==> src/design/fea_table_mem.sv <==
// ---------------------------------------------------------------------------
// fea_table_mem
// Range table storage: one write port, one read port, registered read data.
// ---------------------------------------------------------------------------
module fea_table_mem #(
  parameter int Depth = 64,
  parameter int Width = 64
) (
  input  logic                     clk_i,
  input  logic                     wr_en_i,
  input  logic [$clog2(Depth)-1:0] wr_addr_i,
  input  logic [Width-1:0]         wr_data_i,
  input  logic [$clog2(Depth)-1:0] rd_addr_i,
  output logic [Width-1:0]         rd_data_o
);

  logic [Width-1:0] mem_q [Depth];
  logic [Width-1:0] rd_data_q;

  always_ff @(posedge clk_i) begin
    if (wr_en_i) begin
      mem_q[wr_addr_i] <= wr_data_i;
    end
  end

  always_ff @(posedge clk_i) begin
    rd_data_q <= mem_q[rd_addr_i];
  end

  assign rd_data_o = rd_data_q;

endmodule

==> config.mk <==
export PLATFORM = sky130hd
export DESIGN_NAME = fea_table_mem
export DESIGN_NICKNAME = d
export VERILOG_FILES = /design/src/design/fea_table_mem.sv
export SDC_FILE = /design/constraint.sdc
export NUM_CORES = 2
export LEC_CHECK = 0
export BUFFER_PORTS_ARGS = -buffer_cell sky130_fd_sc_hd__buf_4
export CAP_MARGIN = 20
export CORE_UTILIZATION = 35
export CTS_CLUSTER_DIAMETER = 30
export CTS_CLUSTER_SIZE = 12
export DETAILED_ROUTE_END_ITERATION = 8
export SLEW_MARGIN = 20
export SYNTH_ARGS = -nofsm -noshare
export SYNTH_HDL_FRONTEND = slang
export SYNTH_SLANG_ARGS = --single-unit
==> constraint.sdc <==
create_clock -name clk_i -period 6.7 [get_ports clk_i]
set_clock_uncertainty 0.15 [all_clocks]
set_input_delay 0.67 -clock clk_i [delete_from_list [all_inputs] [get_ports clk_i]]
set_output_delay 0.67 -clock clk_i [all_outputs]
set_load 0.01 [all_outputs]
# [Yosys cells after proc, flatten, opt, wreduce, memory -nomap -nowiden]
# Memories as Yosys holds them, arrays and structs flattened. A register that Yosys moved wholly into a read port is not among the register bits.
# Index checks and enable logic that the tools add are counted.
[totals] regBits=0 inputBits=78 output_inout_bits=64 ramBits=4096 memories=1
[op_classes] n_mux=2
[memory_table] name="mem_q" depth=64 word_bits=64 rd=1 rd_ports_with_merged_regs=1 write_ports=1 line_no="17" text="logic [Width-1:0] mem_q [Depth];"
[ops] cell="1-bit two-way mux" n=2

# [Logic depth before layout (Yosys ltp)]
[logic_depth] depth_word=2 depth_mapped=9 ltp_nobuf=5

# [Least setup slack after synthesis]
# Ideal clock, no wire load.
[synth_timing] kind="input to register" startpoint="input port wr_addr_i[3]" endpoint="memory mem_q[48][0] (enable)" required_ns=5.986 stages=4 t_arrival_ns=5.542 path_slack_ns=0.444 cell_sequence="clkbuf_1 -> nor2b_1 -> nand4b_1 -> nor3_1"
[synth_lines] item="start, declared" line_no="11" text="input logic [$clog2(Depth)-1:0] wr_addr_i,"
[synth_lines] item="end, declared" line_no="17"
# Straight into the memory's write port.

==> flow_metrics.tcl <==
set metrics [dict create \
    status "completed" \
    maxSlewViolCount 0 \
    place.gp.congestion 0.7781 \
    ys_ff_latch 4160 \
    synthMostInstantiatedCell "edfxtp_1" \
    dr.pass1.iters 5 \
    drc_errors 0 \
    post-synth-top-area-cell "edfxtp_1" \
    grt_pass1_vias 79016 \
    cts_inserted_buffers 694 \
    wl_per_cell_um 32.39 \
    start_kind "input pin" \
    layout-drive-gt1-share_pct 33.30 \
    p_leak_nw 60.41 \
    cts_max_level 6 \
    cts-root-buf "clkbuf_16" \
    ios 142 \
    cpPeakStageDelay_ps 810 \
    syn-instance-count 6598 \
    postSynthAreaPerCell_um2 23.70 \
    cts.sinks 4160 \
    coreArea_um2 445100 \
    grt_max_degree 111 \
    placed_cell_area_um2 165900 \
    vias 77298 \
    final_core_util_pct 42.91 \
    grt_pass1_wl_um 623700 \
    crit_buf_inv 3 \
    slowest_stage "nor2_4" \
    die_area_um2 449400 \
    fin_crit_sh_pct 44.68 \
    endpoint_kind "register" \
    nets 7386 \
    first_iter_violations 8980 \
    post_cts_resized 0 \
    required_ps 7420 \
    die_h_um 670.4 \
    post_cts_buffers 0 \
    critical_path.max_fanout 62 \
    worst_pin_slew_ps 1177 \
    critPathArrivalTime_ps 3720 \
    chipWidth_um 670.4 \
    grt.overflow.total 0 \
    max_cap_violations 0 \
    holdBufCountCts 59 \
    path_delay_family "buffers and inverters" \
    power.density_nw_per_um2 355.9 \
    path_common_cell "buf_4" \
    synthDistinctLibCells 33 \
    synth-edff-count 4096 \
    crit_chain "buf_8 -> nor2_4 -> buf_4 -> buf_4 -> a22oi_1 -> and3_1 -> a211oi_1" \
    hold_violations 0 \
    seqCellArea_um2 124300 \
    syn_nets 6676 \
    avgViaCountPerCell 5.580 \
    ys.flop_type "edfxtp_1" \
    ys_seq_area_share_pct 79.49 \
    path_class "in -> reg" \
    min_path_type "in -> reg" \
    rsz0062_at_grt "no" \
    cts_tree "done" \
    async_flop_share_pct 0 \
    routed_wl_um 448700 \
    maxSlewHeadroom_pct 21.56 \
    antenna_left 0 \
    synth_common_cells "edfxtp_1, mux4_2, buf_2, a22oi_1, clkbuf_1" \
    tns_ps 0 \
    worstSkewPairLatency_ps 1050 \
    area_growth_pct 22.16 \
    multi_input_area_um2 30790 \
    synth_top_area_share_pct 78.67 \
    finalCriticalPeriod_ps 2994 \
    io_buffer_count 141 \
    grt_usage_pct 19.59 \
    rows 245 \
    antenna_found_initial 28 \
    yosysWarnings 0 \
    design_area_um2 191000 \
    dp.final_hpwl_um 231700 \
    setup_viol 0 \
    timing.fmax_mhz 334.0 \
    fill_cells 37412 \
    cts.path.max_buffers 4 \
    ir_drop_uv 334.1 \
    synth_area_leaders "edfxtp_1, mux4_2, mux2i_1, dfxtp_1, a22oi_1" \
    netlist_area_um2 156300 \
    clk_pin_slew_ps 50 \
    initial_core_util_pct 35.13 \
]
-- sequential cells by signal, indices dropped and copies added, names as in the netlist --
signal	flops
mem_q	4096
rd_data_o	64
-- through the flow --
stage / hold WS, ps / cells / setup WS (ps) / total power, mW
4_1_cts: 1.213 / 13843 / 3679 / 68.40
5_1_grt: 45.39 / 13845 / 3503 / 69.61
2_1_floorplan: 618.9 / 6598 / 444.0 / 30.79
3_3_place_gp: 673.2 / 12479 / 2602 / 32.01
3_5_place_dp: 683.5 / 12481 / 2567 / 32.06
6_report: 43.13 / 13853 / 3706 / 67.97
-- per-layer routing --
| layer | up-vias | GRT usage (%) | wire length (um) |
|---|---|---|---|
| li1 | 30262 | - | - |
| met1 | 42388 | 26.32 | 177500 |
| met2 | 3855 | 32.81 | 222500 |
| met3 | 791 | 3.075 | 34120 |
| met4 | 2 | 6.215 | 14560 |
| met5 | - | 0 | 13 |
-- kinds of logic after synthesis --
| kind of cell | after synthesis | synth area share, % |
|---|---|---|
| mux | 1159 | 15.61 |
| compound gates | 504 | 2.477 |
| flops | 4160 | 79.49 |
| simple gates | 386 | 1.240 |
| buf+inv | 389 | 1.180 |
-- cells in the final DEF (no fill, tap or decap), types with 10 or more instances in the layout --
master	instances
dfxtp_1	64
inv_16	13
clkinv_4	65
clkbuf_8	17
diode_2	10
buf_12	66
clkbuf_16	699
or2_2	28
a2bb2oi_1	19
a211oi_1	63
inv_6	61
a22oi_1	168
inv_1	19
a22o_1	88
mux4_2	1024
a41oi_1	26
or3_1	29
edfxtp_1	4096
a31oi_1	18
nor2b_1	24
bufinv_16	92
mux2i_1	135
clkinv_16	29
and3_1	64
nor2_1	47
nand2_1	55
clkbuf_1	66
dlygate4sd3_1	59
clkinvlp_4	87
buf_4	256
clkinv_2	103
nand3_1	45
o22ai_1	83
o221ai_1	38
nor2_4	65
clkinv_1	58
-- worst register-to-register path, delay by kind of cell (launching register included) --
kind               cells  cell delay (ps)
muxes                  2              720
AOI/OAI and AO/OA      2              700
DFF                    1              370
and+or+nand+nor        1              120
-- path summary, 6_finish.rpt --
check,start,end,slack (ps),depth (start not counted)
max,rd_addr_i[2],rd_data_o[38],3710,7
min,wr_data_i[23],mem_q[0][23],40,1
max reg2reg,mem_q[42][8],rd_data_o[8],4410,5
min reg2reg,mem_q[54][0],rd_data_o[0],690,4
-- area by class of cell --
cell class	instances	area share, %
antenna	10	0.01310
clock buffer	782	9.410
clock inverter	521	3.435
inverter	19	0.03734
multi-input combinational	2049	16.12
sequential	4160	65.07
tap	5928	3.883
timing repair buffer	384	2.037
-- power by group --
part	switching (mW)	internal, mW	total (mW)	leakage [nW]
clock network	13.2	23.2	36.4	11.7
registers	0.171	28.9	29.0	37.4
logic	1.57	0.957	2.52	11.3
total	14.9	53.0	68.0	60.4
No activity file was read; power rests on OpenSTA's default activity.
